File: config.mk
export PLATFORM = sky130hd
export DESIGN_NAME = nearest_handle_selector
export DESIGN_NICKNAME = d
export VERILOG_FILES = /design/src/hdl/nhs_pkg.sv /design/src/hdl/nearest_handle_selector.sv
export VERILOG_INCLUDE_DIRS = /design/src /design/src/hdl
export SDC_FILE = /design/constraint.sdc
export NUM_CORES = 2
export LEC_CHECK = 0
export BUFFER_PORTS_ARGS = -buffer_cell sky130_fd_sc_hd__buf_2
export CORE_MARGIN = 2
export CORE_UTILIZATION = 60
export CTS_CLUSTER_SIZE = 12
export DETAILED_ROUTE_END_ITERATION = 12
export PLACE_DENSITY_LB_ADDON = 0.15
export SLEW_MARGIN = 20
export SYNTH_ARGS = -nofsm -noshare
export SYNTH_HDL_FRONTEND = slang
export SYNTH_SLANG_ARGS = --single-unit
File: constraint.sdc
create_clock -name i_clk -period 10.95 [get_ports i_clk]
set_clock_uncertainty 0.1 [all_clocks]
set_input_delay 0.5475 -clock i_clk [delete_from_list [all_inputs] [get_ports i_clk]]
set_output_delay 0.5475 -clock i_clk [all_outputs]
set_load 0.05 [all_outputs]
File: src/hdl/nearest_handle_selector_assert.svh
// assertion macros for the nearest handle selector
`ifndef NEAREST_HANDLE_SELECTOR_ASSERT_SVH
`define NEAREST_HANDLE_SELECTOR_ASSERT_SVH
// implication checked on every rising clock edge, disabled in reset
`define NHS_ASSERT_IMP(label, clk, rst_n, a, c) \
    label: assert property (@(posedge clk) disable iff (!rst_n) (a) |-> (c)) \
        else $error("assertion failed");
// next-cycle implication
`define NHS_ASSERT_NXT(label, clk, rst_n, a, c) \
    label: assert property (@(posedge clk) disable iff (!rst_n) (a) |=> (c)) \
        else $error("assertion failed");
`endif

File: src/hdl/nhs_pkg.sv
// ----------------------------------------------------------------------------
// nhs_pkg
// shared constants and the slope normalisation rom
// ----------------------------------------------------------------------------
package nhs_pkg;
    localparam int COORD_BITS    = 15;
    localparam int TABLE_ENTRIES = 200;
    localparam int SLOPE_STEP    = 20;
    localparam int SHORTCUT      = 16;
    localparam int COST_BITS     = 20;
    localparam int KIND_BITS     = 8;
    localparam int NORM_BITS     = 13;

    // round(sqrt(200^2 + (20*i)^2)) for i = 0..200, computed at elaboration
    function automatic logic [NORM_BITS-1:0] norm_entry(input logic [7:0] i);
        longint n;
        longint r;
        longint b;
        n = longint'(TABLE_ENTRIES) * TABLE_ENTRIES
            + longint'(i) * SLOPE_STEP * longint'(i) * SLOPE_STEP;
        r = 0;
        b = 64'd1 << 30;
        while (b > n) b = b >> 2;
        while (b != 0) begin
            if (n >= r + b) begin
                n = n - (r + b);
                r = (r >> 1) + b;
            end else begin
                r = r >> 1;
            end
            b = b >> 2;
        end
        if (n > r) r = r + 1;
        return r[NORM_BITS-1:0];
    endfunction
endpackage

File: src/hdl/nearest_handle_selector.sv
// ----------------------------------------------------------------------------
// nearest_handle_selector
// flow: a matching sloped item runs setup, 17 root steps and two 40-step divisions, then the compare;
// a shortcut item skips the divisions, a non-matching item is skipped; a last item then waits on the output
// reset: synchronous active low, clears running best and returns to idle; one item at a time
// ----------------------------------------------------------------------------
`include "nearest_handle_selector_assert.svh"
module nearest_handle_selector #(
    parameter int COORD_BITS = nhs_pkg::COORD_BITS
) (
    input  logic                              i_clk,
    input  logic                              i_rst_n,
    input  logic                              i_valid,
    output logic                              o_ready,
    input  logic signed [COORD_BITS-1:0]      i_start_x,
    input  logic signed [COORD_BITS-1:0]      i_start_y,
    input  logic signed [COORD_BITS-1:0]      i_center_x,
    input  logic signed [COORD_BITS-1:0]      i_center_y,
    input  logic [nhs_pkg::KIND_BITS-1:0]     i_wanted_kind,
    input  logic [nhs_pkg::KIND_BITS-1:0]     i_handle_kind,
    input  logic [7:0]                        i_handle_index,
    input  logic signed [COORD_BITS-1:0]      i_handle_x,
    input  logic signed [COORD_BITS-1:0]      i_handle_y,
    input  logic                              i_last_handle,
    output logic                              o_valid,
    input  logic                              i_ready,
    output logic                              o_found,
    output logic [7:0]                        o_best_index,
    output logic signed [COORD_BITS-1:0]      o_best_x,
    output logic signed [COORD_BITS-1:0]      o_best_y,
    output logic [nhs_pkg::COST_BITS-1:0]     o_best_cost
);
    import nhs_pkg::*;

    localparam int DW  = COORD_BITS + 1;          // difference width
    localparam int SQW = 2 * DW + 2;              // squared distance sum, even
    localparam int RTW = DW + 1;                  // root width
    localparam int RSTEPS = SQW / 2;
    localparam int NW  = DW + 24;                 // numerator magnitude width
    localparam int AW  = 13;                      // clamped slope width
    localparam int CW  = 6;
    localparam int RECIP_STEP = 3277;             // 2^16 / 20, rounded up

    typedef enum logic [3:0] {
        S_IDLE, S_SQ1, S_SQ2, S_ROOT, S_SHORT, S_SDIV, S_NUM1, S_NUM2,
        S_NUM3, S_DDIV, S_CMP, S_OUT
    } t_state;

    t_state r_state;
    logic signed [COORD_BITS-1:0] r_sx, r_sy, r_cx, r_cy, r_hx, r_hy;
    logic [7:0] r_idx;
    logic r_last;
    logic signed [DW-1:0] r_dx, r_dy;
    logic [DW-1:0] r_adx, r_ady;
    logic [SQW-1:0] r_sq;
    logic [SQW-1:0] r_rem_n;
    logic [RTW+1:0] r_root;
    logic [CW-1:0] r_cnt;
    logic [NW-1:0] r_q, r_rem, r_div;
    logic [COST_BITS-1:0] r_d, r_dc;
    logic r_neg;
    logic signed [AW-1:0] r_a;
    logic signed [NW:0] r_prod;
    logic r_have;
    logic [COST_BITS-1:0] r_cost;
    logic [7:0] r_bidx;
    logic signed [COORD_BITS-1:0] r_bx, r_by;

    logic [SQW+1:0] w_trial;
    logic [NW:0] w_sub;
    logic [NW-1:0] w_rem_sh;
    logic [COST_BITS:0] w_sum;
    logic signed [DW-1:0] w_dx, w_dy;
    logic [2*DW-1:0] w_sqx, w_sqy;
    logic signed [DW-1:0] w_cxs, w_syc;
    logic signed [AW+DW-1:0] w_pa;
    logic signed [DW+8:0] w_pb;
    logic [AW-1:0] w_a_mag;
    logic [AW+11:0] w_recip;
    logic [7:0] w_slope_idx;
    logic [NORM_BITS-1:0] w_norm_rom [0:TABLE_ENTRIES];

    // slope normalisation rom
    for (genvar g = 0; g <= TABLE_ENTRIES; g++) begin : g_rom
        assign w_norm_rom[g] = norm_entry(8'(g));
    end

    assign w_dx = DW'(r_hx) - DW'(r_sx);
    assign w_dy = DW'(r_hy) - DW'(r_sy);
    assign w_sqx = r_adx * r_adx;
    assign w_sqy = r_ady * r_ady;
    assign w_cxs = DW'(r_cx) - DW'(r_sx);
    assign w_syc = DW'(r_sy) - DW'(r_cy);
    assign w_pa = r_a * w_cxs;
    assign w_pb = w_syc * 9'sd200;
    assign w_a_mag = r_a[AW-1] ? AW'(-r_a) : r_a;
    assign w_recip = w_a_mag * 12'(RECIP_STEP);
    assign w_slope_idx = w_recip[23:16];
    // restoring root step: two bits of the radicand a cycle
    assign w_trial = {r_rem_n, r_sq[SQW-1 -: 2]} - {r_root, 2'b01};
    // restoring division step: one quotient bit a cycle
    assign w_rem_sh = {r_rem[NW-2:0], r_q[NW-1]};
    assign w_sub = {1'b0, w_rem_sh} - {1'b0, r_div};
    assign w_sum = {1'b0, r_d} + {1'b0, r_dc};

    assign o_ready = (r_state == S_IDLE);

    always_ff @(posedge i_clk) begin
        if (!i_rst_n) begin
            r_state <= S_IDLE;
            r_have  <= 1'b0;
            r_cost  <= '0;
            r_bidx  <= '0;
            r_bx    <= '0;
            r_by    <= '0;
            o_valid <= 1'b0;
        end else begin
            unique case (r_state)
                S_IDLE: begin
                    if (i_valid) begin
                        r_sx <= i_start_x; r_sy <= i_start_y;
                        r_cx <= i_center_x; r_cy <= i_center_y;
                        r_hx <= i_handle_x; r_hy <= i_handle_y;
                        r_idx <= i_handle_index;
                        r_last <= i_last_handle;
                        r_state <= (i_handle_kind == i_wanted_kind) ? S_SQ1
                                 : (i_last_handle ? S_OUT : S_IDLE);
                    end
                end
                S_SQ1: begin
                    r_dx  <= w_dx;
                    r_dy  <= w_dy;
                    r_adx <= w_dx[DW-1] ? -w_dx : w_dx;
                    r_ady <= w_dy[DW-1] ? -w_dy : w_dy;
                    r_state <= S_SQ2;
                end
                S_SQ2: begin
                    r_sq <= SQW'(w_sqx) + SQW'(w_sqy);
                    r_rem_n <= '0;
                    r_root <= '0;
                    r_cnt <= '0;
                    r_state <= S_ROOT;
                end
                S_ROOT: begin
                    if (!w_trial[SQW+1]) begin
                        r_rem_n <= w_trial[SQW-1:0];
                        r_root <= {r_root[RTW:0], 1'b1};
                    end else begin
                        r_rem_n <= SQW'({r_rem_n, r_sq[SQW-1 -: 2]});
                        r_root <= {r_root[RTW:0], 1'b0};
                    end
                    r_sq <= {r_sq[SQW-3:0], 2'b00};
                    r_cnt <= r_cnt + 1'b1;
                    if (r_cnt == CW'(RSTEPS - 1)) r_state <= S_SHORT;
                end
                S_SHORT: begin
                    r_d <= COST_BITS'(r_root);
                    if (r_dy == 0 || ({r_ady, 4'b0} < {4'b0, r_adx})) begin
                        r_dc <= COST_BITS'(w_syc[DW-1] ? -w_syc : w_syc);
                        r_state <= S_CMP;
                    end else if (r_dx == 0 || ({r_adx, 4'b0} < {4'b0, r_ady})) begin
                        r_dc <= COST_BITS'(w_cxs[DW-1] ? -w_cxs : w_cxs);
                        r_state <= S_CMP;
                    end else begin
                        // |200*dy| / |dx|
                        r_q <= NW'(r_ady) * NW'(TABLE_ENTRIES);
                        r_rem <= '0;
                        r_div <= NW'(r_adx);
                        r_neg <= r_dx[DW-1] ^ r_dy[DW-1];
                        r_cnt <= '0;
                        r_state <= S_SDIV;
                    end
                end
                S_SDIV, S_DDIV: begin
                    if (!w_sub[NW]) begin
                        r_rem <= w_sub[NW-1:0];
                        r_q <= {r_q[NW-2:0], 1'b1};
                    end else begin
                        r_rem <= w_rem_sh;
                        r_q <= {r_q[NW-2:0], 1'b0};
                    end
                    r_cnt <= r_cnt + 1'b1;
                    if (r_cnt == CW'(NW - 1))
                        r_state <= (r_state == S_SDIV) ? S_NUM1 : S_CMP;
                    if (r_state == S_DDIV && r_cnt == CW'(NW - 1))
                        r_dc <= COST_BITS'(w_sub[NW] ? {r_q[NW-2:0], 1'b0}
                                                     : {r_q[NW-2:0], 1'b1});
                end
                S_NUM1: begin
                    if (r_q > NW'(TABLE_ENTRIES * SLOPE_STEP))
                        r_a <= r_neg ? -AW'(TABLE_ENTRIES * SLOPE_STEP)
                                     : AW'(TABLE_ENTRIES * SLOPE_STEP);
                    else
                        r_a <= r_neg ? -AW'(r_q) : AW'(r_q);
                    r_state <= S_NUM2;
                end
                S_NUM2: begin
                    r_prod <= (NW+1)'(w_pa) + (NW+1)'(w_pb);
                    r_cnt <= '0;
                    r_rem <= '0;
                    r_state <= S_NUM3;
                    r_div <= NW'(w_norm_rom[w_slope_idx]);
                end
                S_NUM3: begin
                    r_q <= r_prod[NW] ? NW'(-r_prod) : NW'(r_prod);
                    r_state <= S_DDIV;
                end
                S_CMP: begin
                    if (!r_have || w_sum[COST_BITS-1:0] < r_cost) begin
                        r_have <= 1'b1;
                        r_cost <= w_sum[COST_BITS-1:0];
                        r_bidx <= r_idx;
                        r_bx <= r_hx;
                        r_by <= r_hy;
                    end
                    r_state <= r_last ? S_OUT : S_IDLE;
                end
                S_OUT: begin
                    if (!o_valid) begin
                        o_valid <= 1'b1;
                        o_found <= r_have;
                        o_best_index <= r_have ? r_bidx : '0;
                        o_best_x <= r_have ? r_bx : '0;
                        o_best_y <= r_have ? r_by : '0;
                        o_best_cost <= r_have ? r_cost : '0;
                        r_have <= 1'b0;
                        r_cost <= '0;
                        r_bidx <= '0;
                        r_bx <= '0;
                        r_by <= '0;
                    end else if (i_ready) begin
                        o_valid <= 1'b0;
                        r_state <= S_IDLE;
                    end
                end
                default: r_state <= S_IDLE;
            endcase
        end
    end

    `NHS_ASSERT_IMP(a_ready_idle, i_clk, i_rst_n, o_valid, !o_ready)
    `NHS_ASSERT_NXT(a_out_clears, i_clk, i_rst_n, o_valid && i_ready, !r_have)
    `NHS_ASSERT_IMP(a_found_cost, i_clk, i_rst_n, o_valid && !o_found, o_best_cost == '0)
endmodule

Word level (Yosys, flattened, before mapping)
Memory sizes are Yosys's and may differ from the RTL's.
Cells that the tools add are included.
W data, S select, Z words.
- memories: 1
- bits of input ports: 119
- flip-flop bits (word level): 581
- word-level logic and storage cells: 192
- output and inout port bits: 61
- memory bits (read-only): 3328
- memories (name ; words ; bits a word ; rd ports ; clocked after memory_dff ; write ports ; RTL line ; RTL):
    (no name shown) ; 256 ; 13 ; 1 ; 0 ; 0 ; nearest_handle_selector.sv:202 ; r_div <= NW'(w_norm_rom[w_slope_idx]);
- reduce and logical (&&, ||, !) cells: 33
- mux-type cells: 62
- $lt $le $gt $ge: 5
- bitwise logic cells: 5
- multiply operators: 6
- equal/unequal tests: 25
- $add $sub $neg: 17
- operator list (cell ; number):
    $mux W40 ; 5
    $mux W20 ; 7
    $pmux W34 S2 ; 2
    $pmux W40 S3 ; 1
    $mux W39 ; 3
    $pmux W39 S3 ; 1
    $pmux W20 S2 ; 2
    $pmux W40 S2 ; 1
    $mux W13 ; 6
    $mux W15 ; 5
    $logic_not A32 Y1 ; 2
    $mul A16 B16 Y32 ; 2
    $sub A15 B15 Y16 ; 4
    $pmux W15 S2 ; 2
    $mux W4 ; 11
    $pmux W4 S11 ; 1
    $sub A40 B40 Y41 ; 1
    $gt A40 B12 Y1 const B ; 1
    $lt A20 B16 Y1 ; 2
    $neg A16 Y20 ; 2
    $neg A30 Y40 ; 1
    $pmux W19 S2 ; 1
    $sub A36 B21 Y36 ; 1
    $mux W34 ; 1
    other kinds (42) ; 88

Logic depth before layout (Yosys ltp)
- depth after elaboration: 8
- mapped depth: 46
- mapped depth without buffers: 46

Worst setup path after synthesis
No wires, ideal clock.
- kind: register to register
- start: register r_sy[1]
- end: register, netlist name r_prod[29]
- stages on the path, launching flop included: 46
- data required time: 10.676 ns
- path slack: 1.302 ns
- arrival time: 9.374 ns
- library setup time: 0.174 ns
- period minus slack after synthesis: 9.648 ns
- buffers on the path: 0
- cells stage by stage: edfxtp_1 ha_1 nor2b_1 o21a_1 o21ai_1 nand2b_1 a21oi_1 xnor2_1 inv_1 fa_1 inv_1 ha_1 ha_1 fa_1 a21o_1 a21oi_1 o21bai_1 a21oi_1 [10 not listed] fa_1 inv_1 fa_1 inv_1 fa_1 inv_1 fa_1 inv_1 ha_1 nand2_1 nand2b_1 a21oi_1 nand2_1 a21oi_1 nor2b_1 o21ai_0 o31ai_1 a311oi_1
- longest elaborated chain between the ends: 3
- RTL lines (item ; RTL line ; RTL):
    start, declared ; nearest_handle_selector.sv:50 ; logic signed [COORD_BITS-1:0] r_sx, r_sy, r_cx, r_cy, r_hx, r_hy;
    start signal, assigned ; nearest_handle_selector.sv:121 ; r_sx <= i_start_x; r_sy <= i_start_y;
    $sub A15 B15 Y16 ; nearest_handle_selector.sv:93 ; assign w_syc = DW'(r_sy) - DW'(r_cy);
    $mul A16 B6 Y22 ; nearest_handle_selector.sv:95 ; assign w_pb = w_syc * 9'sd200;
    $add A29 B25 Y30 ; nearest_handle_selector.sv:198 ; r_prod <= (NW+1)'(w_pa) + (NW+1)'(w_pb);
Every way passes these cells.
A chain may end at the register's enable or synchronous reset.

Worst setup path after layout
- start: register r_sy[1]
- end: register, netlist name r_prod[29]
- longest elaborated chain between the ends: 3
- RTL lines (item ; RTL line):
    $sub A15 B15 Y16 ; nearest_handle_selector.sv:93
    $mul A16 B6 Y22 ; nearest_handle_selector.sv:95
    $add A29 B25 Y30 ; nearest_handle_selector.sv:198
Every way passes these cells.

==> run metrics <==
Die Y 322 µm; vias roughly 46000; initial antenna violation count 11; crit path buf inv count 9; RR Startpoint r_sy[1]$_DFFE_PP_; Main synth FF type edfxtp_1; Layout Nets slightly below 8000; CTS root buffer clkbuf_16; Syn Area/Cell between 9 and 10 µm²; H-tree levels 3; post-synthesis cell type count 91; slowest stage delay, CP ~0.53 ns; Clock Pin Slew Worst Setup and Hold Paths about 0.06 ns; I/O pin count 180; Starting Density 0.606; reg-to-reg endpoint r_prod[29]$_DFFE_PP_; vias in the first global route 46500; fraction of layout cells with a size suffix above 1 0.0724; final hold violations 0; register area share after synthesis 0.265; routability cong. about 0.95; YS warnings 0; Post-synth EDFFs approximately 490; CP max FO 4; MaxCap Viol Count 0; Data required, critical path ~11 ns; Critical Path Start r_sy[1]$_DFFE_PP_; Top cell by count, worst path inv_1; synthesized area 60600 µm²; DRT Wirelength between 150000 and 200000 µm; Least-Margin Pin Slew 1.15 ns; CP delay by family, top adder cells; reg2reg setup slack about 0.61 ns; Mapped Nets ~7700; Post-CTS Setup Bufs 0; GRT Resource Usage Total 0.331; CP arrival ~11 ns; Hold Crit Class in -> reg; minimum clock period 10.34 ns; Worst setup SP type flop; period utilisation layout 0.944; R2R depth 42; flops & latches, synth around 560; multi-input logic area just under 40000 µm²; status completed; TritonRoute pass-1 iters 6; CTS tree done; Slowest-stage cell, CP fa_1; post-synthesis instance total roughly 6200; Slew Limit Headroom 0.233; port bufs 179; Setup-failing EPs final 0; Longest Clk Path Bufs 3; largest net degree at the start of global routing 78; max-slew violations 0; average wire per standard cell roughly 22 µm; Iter 0 DRT Violations between 4000 and 5000; RSZ-0062 raised after global routing false; antenna viol nets, final 0; Worst Setup EP r_prod[29]$_DFFE_PP_; chip width roughly 320 µm; Critical Path Stages 42; vias per cell between 5 and 6; synthesis-to-finish area growth 9.59%; Clock Latency Late Sink about 0.66 ns; Register Area about 16000 µm²; row cnt 116; core area 100000 µm²; DPL Wire Length 131000 µm; GR Overflow Total 0; first-pass GRT wire length roughly 260000 µm; post-synthesis async set-or-reset flop share 0; setup TNS 0 ns; CTS buffer count 67; WS Path Type reg -> reg; drt drc 0; Max Clock Freq between 0.09 and 0.1 GHz; Die ar. roughly 100000 µm²; clock tree sinks between 500 and 600; Setup crit end kind flop; fill cell count between 7000 and 8000
==> worst register-to-register path: cells and delay by family, from the launching register on <==
family                     cells  cell delay [ns]
buffers and inverters          9             0.66
AOI/OAI and AO/OA             13             2.58
and+or+nand+nor                7             1.39
adders and majority gates     12             4.70
DFF                            1             0.45
xor gates and xnor gates       1             0.17
==> repair_timing <==
item	CTS	global route
resized for setup	0	10
hold buffers	98	0
endpoints found under the setup margin	0	5
endpoints found under the hold margin	98	0
==> metal layers <==
layer,global-route usage,vias to the layer above,part of all wire
met4,0.158,4,0.056
met1,0.430,22900,0.40
met5,0,-,0.00014
met3,0.0590,449,0.080
met2,0.538,1886,0.47
li1,-,21100,-
==> per-stage QoR <==
| step | instance area (µm²) | worst slack, ns | utilization | hold slack, ns | instances |
|---|---|---|---|---|---|
| after floorplan | 60600 | 1.30 | - | 0.326 | 6224 |
| after global placement | 63100 | 0.488 | 0.631 | 0.336 | 7583 |
| after detailed placement | 63100 | 0.344 | 0.631 | 0.339 | 7583 |
| after CTS | 66300 | 0.305 | 0.663 | 0.0362 | 7801 |
| after global routing | 66400 | 0.0115 | 0.664 | 0.0378 | 7806 |
| final | 66400 | 0.613 | 0.664 | 0.0922 | 7807 |
==> cells by family after synthesis <==
kind of cell / share of synthesized area
simple gates: 0.132
fa+ha+maj: 0.365
buf+inv: 0.0838
compound gates: 0.102
flops: 0.265
xor+xnor: 0.0463
mux: 0.00746
==> cell usage in the layout, fill, tap and decap left out, types with 98 or more instances in the layout <==
cell,Yosys,routed
nor2_1,401,399
dlygate4sd3_1,0,98
and2_1,160,161
edfxtp_1,491,491
nand3_1,144,144
a21oi_1,291,288
o21ai_0,169,169
ha_1,661,661
buf_4,2,99
xnor2_1,190,184
xor2_1,130,127
fa_1,690,689
nand2_1,525,524
buf_2,12,179
inv_1,1109,1108
==> synth_stat cells, drive strengths merged (86+ instances only) <==
cell | instances | area share
a21o | 88 | 0.011
a21oi | 292 | 0.024
and2 | 161 | 0.017
clkbuf | 187 | 0.012
edfxtp | 491 | 0.24
fa | 690 | 0.23
ha | 661 | 0.14
inv | 1116 | 0.069
nand2 | 525 | 0.033
nand3 | 144 | 0.012
nor2 | 401 | 0.025
nor3 | 86 | 0.0071
o21ai | 176 | 0.015
xnor2 | 190 | 0.027
xor2 | 130 | 0.019
==> cell type report <==
| type | instances | area share |
|---|---|---|
| clock inverters | 33 | 0.00613 |
| flip-flops and latches | 555 | 0.241 |
| multi-input cells | 4325 | 0.598 |
| inverters | 1127 | 0.0637 |
| well taps | 1298 | 0.0245 |
| repair buffers | 376 | 0.0395 |
| clock buffers | 87 | 0.0267 |
| diodes | 6 | 0.000226 |
==> worst min path at each step <==
stage	start	end	slack, ns	cells after the start
after floorplan	r_root[0]$_SDFFCE_PN0P_	r_d[0]$_DFFE_PP_	0.33	0
after global placement	r_root[13]$_SDFFCE_PN0P_	r_d[13]$_DFFE_PP_	0.34	0
after detailed placement	r_root[13]$_SDFFCE_PN0P_	r_d[13]$_DFFE_PP_	0.34	0
after CTS	i_start_y[0]	r_sy[0]$_DFFE_PP_	0.04	1
after global routing	i_start_y[0]	r_sy[0]$_DFFE_PP_	0.04	1
final	i_start_y[0]	r_sy[0]$_DFFE_PP_	0.09	1
==> flip-flops by register name, summed over array words and instances (netlist names), 20 cells and up <==
| signal | count |
|---|---|
| o_best_cost | 20 |
| r_cost | 20 |
| r_dc | 20 |
| r_prod | 30 |
| r_q | 40 |
| r_rem | 39 |
| r_rem_n | 34 |
| r_sq | 34 |
Power is left out: the tool's default activity adds up to more than one toggle a clock period on the data nets, which glitch-free logic cannot reach.
